## config.mk

```make
export PLATFORM = sky130hd
export DESIGN_NAME = serial_earom_word_store
export DESIGN_NICKNAME = d
export VERILOG_FILES = /design/src/rtl/sews_pkg.sv /design/src/rtl/sews_store.sv /design/src/rtl/serial_earom_word_store.sv
export SDC_FILE = /design/constraint.sdc
export NUM_CORES = 2
export LEC_CHECK = 0
export BUFFER_PORTS_ARGS = -buffer_cell sky130_fd_sc_hd__buf_4
export CORE_ASPECT_RATIO = 2
export CORE_UTILIZATION = 40
export DETAILED_ROUTE_END_ITERATION = 16
export SETUP_SLACK_MARGIN = 0.02
export SKIP_CTS_REPAIR_TIMING = 1
export SLEW_MARGIN = 20
export SYNTH_ARGS = -nofsm -noshare
export SYNTH_HDL_FRONTEND = slang
export SYNTH_SLANG_ARGS = --single-unit
```

## constraint.sdc

```tcl
create_clock -name i_clk -period 3.9 [get_ports i_clk]
set_clock_uncertainty 0.15 [all_clocks]
set_input_delay 0.585 -clock i_clk [delete_from_list [all_inputs] [get_ports i_clk]]
set_output_delay 0.585 -clock i_clk [all_outputs]
set_load 0.01 [all_outputs]
```

## src/rtl/sews_pkg.sv

```systemverilog
// ----------------------------------------------------------------------------
// sews_pkg: shared types and constants for the serial word store
// Command codes, controller states and the factory image of the word array.
// ----------------------------------------------------------------------------
package sews_pkg;

    typedef enum logic [2:0] {
        CMD_DATA_IN   = 3'b000,
        CMD_ADDR_IN   = 3'b001,
        CMD_SHIFT_OUT = 3'b010,
        CMD_UNUSED    = 3'b011,
        CMD_WRITE     = 3'b100,
        CMD_ERASE     = 3'b101,
        CMD_READ      = 3'b110,
        CMD_STANDBY   = 3'b111
    } t_cmd;

    typedef enum logic [0:0] {
        ST_IDLE = 1'b0,
        ST_LOAD = 1'b1
    } t_state;

    localparam logic [31:0] ADDR_RESET_VALUE = 32'h0000_ffff;
    localparam logic [15:0] FACTORY_FILL     = 16'h2e80;
    localparam int unsigned FACTORY_FILL_END = 39;

    // Factory contents of one word, before masking to the word width
    function automatic logic [15:0] f_factory(input logic [7:0] idx);
        logic [15:0] w;
        if (idx < 8'(FACTORY_FILL_END)) begin
            w = FACTORY_FILL;
        end else begin
            case (idx)
                8'd39:   w = 16'h2e00;
                8'd40:   w = 16'h2e08;
                8'd41:   w = 16'h2e8e;
                8'd42:   w = 16'h2e00;
                8'd43:   w = 16'h2e50;
                8'd44:   w = 16'h2e30;
                8'd45:   w = 16'h2e40;
                8'd46:   w = 16'h2e20;
                8'd47:   w = 16'h2e00;
                8'd48:   w = 16'h2ee0;
                8'd49:   w = 16'h2ee0;
                8'd50:   w = 16'h2e51;
                default: w = 16'h0000;
            endcase
        end
        return w;
    endfunction

endpackage

```

## src/rtl/sews_store.sv

```systemverilog
// ----------------------------------------------------------------------------
// sews_store: word array with per-word valid bits
// A word never written since reset reads back its factory value.
// Read data is registered; one write and one read per cycle.
// ----------------------------------------------------------------------------
module sews_store
    import sews_pkg::*;
#(
    parameter int WORDS     = 100,
    parameter int WORD_BITS = 14
) (
    input  logic                     i_clk,
    input  logic                     i_rst_n,
    input  logic                     i_wr_en,
    input  logic [$clog2(WORDS)-1:0] i_wr_addr,
    input  logic [WORD_BITS-1:0]     i_wr_data,
    input  logic                     i_rd_en,
    input  logic [$clog2(WORDS)-1:0] i_rd_addr,
    output logic [WORD_BITS-1:0]     o_rd_data
);

    logic [WORD_BITS-1:0] r_mem [WORDS];
    logic [WORDS-1:0]     r_valid;
    logic [WORD_BITS-1:0] r_rd_mem;
    logic [WORD_BITS-1:0] r_rd_fact;
    logic                 r_rd_valid;

    always_ff @(posedge i_clk) begin
        if (i_wr_en) begin
            r_mem[i_wr_addr] <= i_wr_data;
        end
        if (i_rd_en) begin
            r_rd_mem  <= r_mem[i_rd_addr];
            r_rd_fact <= WORD_BITS'(f_factory(8'(i_rd_addr)));
        end
    end

    always_ff @(posedge i_clk) begin
        if (!i_rst_n) begin
            r_valid    <= '0;
            r_rd_valid <= 1'b0;
        end else begin
            if (i_wr_en) begin
                r_valid[i_wr_addr] <= 1'b1;
            end
            if (i_rd_en) begin
                r_rd_valid <= r_valid[i_rd_addr];
            end
        end
    end

    assign o_rd_data = r_rd_valid ? r_rd_mem : r_rd_fact;

endmodule

```

## src/rtl/serial_earom_word_store.sv

```systemverilog
// ----------------------------------------------------------------------------
// serial_earom_word_store: serial nonvolatile-style word store
// Grid of GRID_SIDE x GRID_SIDE words, addressed through a serial shift
// register and loaded or unloaded one bit per command through a data
// shift register.
//
//   channel   dir  tdata                          tuser
//   s (cmd)   in   [0] data_in, [1] rising_edge   [2:0] operation
//   m (bit)   out  [0] data_out                   -
//
// One command per cycle while ready; a read command moves the block to ST_LOAD,
// where it takes no command and loads the registered word from the store into
// the data register. Reset is synchronous and clears the word valid bits at
// once, so no sweep follows it. A stalled output holds its bit and blocks
// further commands only while the result register is full and not taken.
// ----------------------------------------------------------------------------
module serial_earom_word_store
    import sews_pkg::*;
#(
    parameter int GRID_SIDE = 10,
    parameter int WORD_BITS = 14
) (
    input  logic       i_clk,
    input  logic       i_rst_n,
    input  logic       i_s_tvalid,
    output logic       o_s_tready,
    input  logic [7:0] i_s_tdata,   // [0] data_in, [1] rising_edge
    input  logic [2:0] i_s_tuser,   // [2:0] operation
    output logic       o_m_tvalid,
    input  logic       i_m_tready,
    output logic [7:0] o_m_tdata    // [0] data_out
);

    localparam int WORDS  = GRID_SIDE * GRID_SIDE;
    localparam int ADDR_W = 2 * GRID_SIDE;
    localparam int IDX_W  = $clog2(WORDS);
    localparam int DIG_W  = $clog2(GRID_SIDE);
    localparam logic [ADDR_W-1:0] ADDR_RESET = ADDR_W'(ADDR_RESET_VALUE);

    // Highest set bit at position p gives GRID_SIDE-1-p; no set bit gives 0
    function automatic logic [DIG_W-1:0] f_digit(input logic [GRID_SIDE-1:0] grp);
        logic [DIG_W-1:0] d;
        d = '0;
        for (int p = 0; p < GRID_SIDE; p++) begin
            if (grp[p]) begin
                d = DIG_W'(GRID_SIDE - 1 - p);
            end
        end
        return d;
    endfunction

    function automatic logic [IDX_W-1:0] f_index(input logic [ADDR_W-1:0] addr);
        logic [ADDR_W-1:0] inv;
        logic [DIG_W-1:0]  tens;
        logic [DIG_W-1:0]  ones;
        inv  = ~addr;
        tens = f_digit(inv[GRID_SIDE-1:0]);
        ones = f_digit(inv[ADDR_W-1:GRID_SIDE]);
        return IDX_W'(IDX_W'(tens) * IDX_W'(GRID_SIDE) + IDX_W'(ones));
    endfunction

    t_state               r_state, n_state;
    logic [ADDR_W-1:0]    r_addr, n_addr;
    logic [IDX_W-1:0]     r_index;
    logic [WORD_BITS-1:0] r_data, n_data;
    logic                 r_serial, n_serial;
    logic                 r_out_valid, n_out_valid;
    logic                 r_out_data, n_out_data;

    logic                 accept;
    logic                 act;
    t_cmd                 cmd;
    logic                 wr_en;
    logic [WORD_BITS-1:0] wr_data;
    logic                 rd_en;
    logic [WORD_BITS-1:0] rd_data;

    sews_store #(
        .WORDS     (WORDS),
        .WORD_BITS (WORD_BITS)
    ) u_store (
        .i_clk     (i_clk),
        .i_rst_n   (i_rst_n),
        .i_wr_en   (wr_en),
        .i_wr_addr (r_index),
        .i_wr_data (wr_data),
        .i_rd_en   (rd_en),
        .i_rd_addr (r_index),
        .o_rd_data (rd_data)
    );

    always_comb begin
        cmd         = t_cmd'(i_s_tuser);
        o_s_tready  = (r_state == ST_IDLE) && (!r_out_valid || i_m_tready);
        accept      = i_s_tvalid && o_s_tready;
        act         = accept && i_s_tdata[1];
        n_state     = r_state;
        n_addr      = r_addr;
        n_data      = r_data;
        n_serial    = r_serial;
        n_out_valid = r_out_valid;
        n_out_data  = r_out_data;
        wr_en       = 1'b0;
        wr_data     = r_data;
        rd_en       = 1'b0;

        if (r_state == ST_LOAD) begin
            n_data  = rd_data;
            n_state = ST_IDLE;
        end

        if (act) begin
            case (cmd)
                CMD_ADDR_IN: begin
                    n_addr = {r_addr[ADDR_W-2:0], i_s_tdata[0]};
                end
                CMD_DATA_IN: begin
                    n_data = {r_data[WORD_BITS-2:0], i_s_tdata[0]};
                end
                CMD_ERASE: begin
                    wr_en   = 1'b1;
                    wr_data = '1;
                end
                CMD_WRITE: begin
                    wr_en = 1'b1;
                end
                CMD_READ: begin
                    rd_en   = 1'b1;
                    n_state = ST_LOAD;
                end
                CMD_SHIFT_OUT: begin
                    n_serial = r_data[WORD_BITS-1];
                    n_data   = {r_data[WORD_BITS-2:0], 1'b0};
                end
                default: begin
                end
            endcase
        end

        // Present the serial bit for every accepted transaction
        if (accept) begin
            n_out_valid = 1'b1;
            n_out_data  = n_serial;
        end else if (i_m_tready) begin
            n_out_valid = 1'b0;
        end
    end

    always_ff @(posedge i_clk) begin
        if (!i_rst_n) begin
            r_state     <= ST_IDLE;
            r_addr      <= ADDR_RESET;
            r_index     <= f_index(ADDR_RESET);
            r_data      <= '0;
            r_serial    <= 1'b0;
            r_out_valid <= 1'b0;
        end else begin
            r_state     <= n_state;
            r_addr      <= n_addr;
            r_index     <= f_index(n_addr);
            r_data      <= n_data;
            r_serial    <= n_serial;
            r_out_valid <= n_out_valid;
        end
    end

    always_ff @(posedge i_clk) begin
        r_out_data <= n_out_data;
    end

    assign o_m_tvalid = r_out_valid;
    assign o_m_tdata  = {7'b0, r_out_data};

endmodule

```

==> results.md <==
- Status: complete, no violations
- GRT overflow: 0
- Slew HR: between 20% and 30%
- Cell count after synthesis: between 2000 and 3000
- First-pass DRT Iterations: 7
- All-layer global routing usage: 20.7%
- Grt met1 use: a little under a quarter
- Crit-path max cell delay: slightly above 0.9 ns
- Unrepaired setup endpoints after global routing: no
- Setup slack, reg-to-reg: roughly 0.4 ns
- First-pass GRT wire length: ~230 mm
- Clock buffer depth: 4
- Worst setup path end: u_store.r_mem[33][11]
- Slew Viols, Final: 0
- Critical Path Most Common Cell: buf_4
- WS Path Type: reg -> reg
- Hold WS: between 0.004 and 0.005 ns
- CP startpoint: r_index[1]
- Port bufs: 11
- Cell Area, Placed: 0.0650 mm²
- Number of fill cells: 12600
- Clock Pin Slew Worst Setup and Hold Paths: roughly 0.070 ns
- I/O pin cnt: 25
- Largest cells by area after synthesis: edfxtp_1, mux4_2, dfxtp_1, o21a_1, mux2i_1
- Leakage: between 20 and 25 nW
- Worst r2r src: r_index[1]
- Synthesized flop and latch total: between 1500 and 2000
- FMAX: between 0.2 and 0.3 GHz
- Avg Cell Area, Syn: roughly 20 µm²
- Vias: between 30000 and 40000
- M3 GR Usage: under 10%
- Root Driver: clkbuf_16
- Power per cell area: roughly 480 mW/mm²
- Share of the synthesized area in the top cell type: 70.2%
- Reg2Reg Depth: 7
- Worst-path cell chain: buf_12 > buf_4 > buf_4 > nor2_1 > nand2_1 > nor2_1 > buf_4
- Final setup fails: 0
- Setup crit end kind: register
- Final min period: 3.51 ns
- Share of cells above drive strength 1: between 20% and 30%
- Async set-reset flop share out of synthesis: 0%
- # DRC: 0
- Synth cell types: 56
- Max-cap violations: 0
- Post-synth top flop: edfxtp_1
- Worst Hold Class: in -> reg
- Fin util: 45.9%
- Footprint of the multi-input gates: about 0.014 mm²
- Max FO, Critical Path: 42
- Hpwl dp: 102 mm
- Tot Pwr: ~33 mW
- Final Cell Area: roughly 0.07 mm²
- Final Wtd Congestion: roughly 0.90
- Core area: 0.151 mm²
- Final Hold Viols: 0
- Die W: around 280 µm
- Clock Latency Late Sink: 0.78 ns
- CTS tree: built
- Cell Area, Synth: approximately 0.061 mm²
- Final nets: 3241
- R2r endpoint: u_store.r_mem[33][11]
- Vias in the first global route: about 32000
- 1st-iter DRT viols: approximately 2700
- Yosys warns: 0
- Number of flops mapped to enable cells by yosys: approximately 1400
- Pin count of the biggest net entering global routing: 69
- Routed Antenna Nets: 0
- Area Growth Syn to Fin: 14.0%
- Crit start category: register
- Critical Path AT: around 3.8 ns
- Top Usage Layer GRT: met2
- Register area: around 0.046 mm²
- Via-per-instance ratio: between 5 and 6
- Initial antenna violation count: 4
- Routed length per instance: roughly 30 µm
- Die Span Y: roughly 550 µm
- H-tree Lvls: 4
- Setup_tns: 0 ns
- Dominant cell type by area after synthesis: edfxtp_1
- Slowest CP cell: nor2_1
- Die area: around 0.15 mm²
- Ratio of final minimum period to clock period: between 90% and 100%
- Slew @ Worst Pin: between 1 and 1.5 ns
- WP data required: approximately 4.2 ns
- Rows: 202
- Num CTS Buffers: 140
- Drt total wl: around 160 mm
- Sequential fraction of the synthesis area: 75.0%
- Initial Util: 40.2%
- VDD IR-drop max: 0.295 mV
- Clk sinks: 1568
- Met2 GRT Util: between 30% and 40%
-- worst min path at each step --
stage / start / to / slack, ns / cells after the start
floorplan: u_store.r_valid[12] / u_store.r_valid[12] / 0.29 / 1
global placement: u_store.r_valid[82] / u_store.r_valid[82] / 0.29 / 1
detailed placement: u_store.r_valid[75] / u_store.r_valid[75] / 0.30 / 1
CTS: i_s_tdata[0] / r_addr[0] / -0.09 / 3
global route: i_s_tuser[0] / r_state / 0.008 / 3
finish: i_s_tuser[0] / r_state / 0.005 / 3
-- critical path, delay by kind of cell, from the launching register on --
kind	cells	cell delay, ns
and+or+nand+nor	3	1.47
DFF	1	0.46
buffers and inverters	4	1.07
-- layout make-up --
cell class	instances	area share [%]
Sequential cell	1568	65.8
Multi-Input combinational cell	1210	20.6
Clock buffer	186	5.53
Timing Repair Buffer	285	3.76
Tap cell	1938	3.50
Clock inverter	50	0.745
Inverter	15	0.0812
Antenna cell	2	0.00722
-- cell usage in the layout (no fill, tap or decap), drive strengths merged, types with 7 or more instances in the layout --
cell	instances
and2	7
a22oi	21
conb	7
a221oi	15
a211oi	22
or2	19
bufinv	10
dfxtp	145
o21a	98
clkbuf	186
o21ai	24
nor3	9
edfxtp	1423
nand2	94
mux4	412
o211ai	16
a31oi	11
nor2b	18
mux2i	72
nand3	27
inv	18
o22ai	13
nor2	167
clkinv	32
nand2b	14
a21oi	68
mux2	20
buf	284
-- power breakdown --
| group | internal, mW | switching, mW |
|---|---|---|
| clock | 7.58 | 5.91 |
| sequential | 18.2 | 0.0575 |
| combinational | 0.523 | 0.879 |
| total | 26.3 | 6.84 |
-- stage by stage --
stage | cells | worst slack [ns]
detailed placement | 5015 | 0.0923
global route | 5253 | 0.158
global placement | 5015 | 0.150
floorplan | 2970 | 0.219
finish | 5254 | 0.388
CTS | 5251 | 0.356
-- registers in the layout, indices dropped and copies added (netlist names) --
name / flops
u_store.r_mem: 1400
u_store.r_valid: 100
r_addr: 20
r_data: 14
u_store.r_rd_mem: 14
u_store.r_rd_fact: 8
r_index: 7
o_m_tvalid: 1
r_out_data: 1
r_serial: 1
r_state: 1
u_store.r_rd_valid: 1
-- metal layers --
layer	vias up	share of wire, %
li1	12700	-
met1	16100	35
met2	954	54
met3	324	4.5
met4	0	6.0
met5	-	0
-- synthesized netlist by cell type, drive strengths merged (4+ instances only) --
cell / n
mux2i: 72
and2: 7
nand4: 6
inv: 15
buf: 124
a211oi: 22
nor3: 9
a211o: 5
clkbuf: 53
dfxtp: 145
a21oi: 68
nor3b: 4
ha: 4
nand3: 27
o21ai: 24
edfxtp: 1423
nand2b: 14
nor2: 167
o22ai: 13
mux4: 412
nor2b: 18
a32o: 6
a221oi: 15
a22oi: 21
or2: 19
o211ai: 16
mux2: 20
a31oi: 11
o21a: 98
nand2: 94
-- logic make-up after synthesis --
family | synth area share, %
buffers and inverters | 1.67
xor gates and xnor gates | 0.0432
adders and majority gates | 0.148
other | 0.00617
muxes | 16.8
AOI/OAI and AO/OA | 3.55
and+or+nand+nor | 2.75
DFF | 75.0
Power figures use the tool's default switching activity.
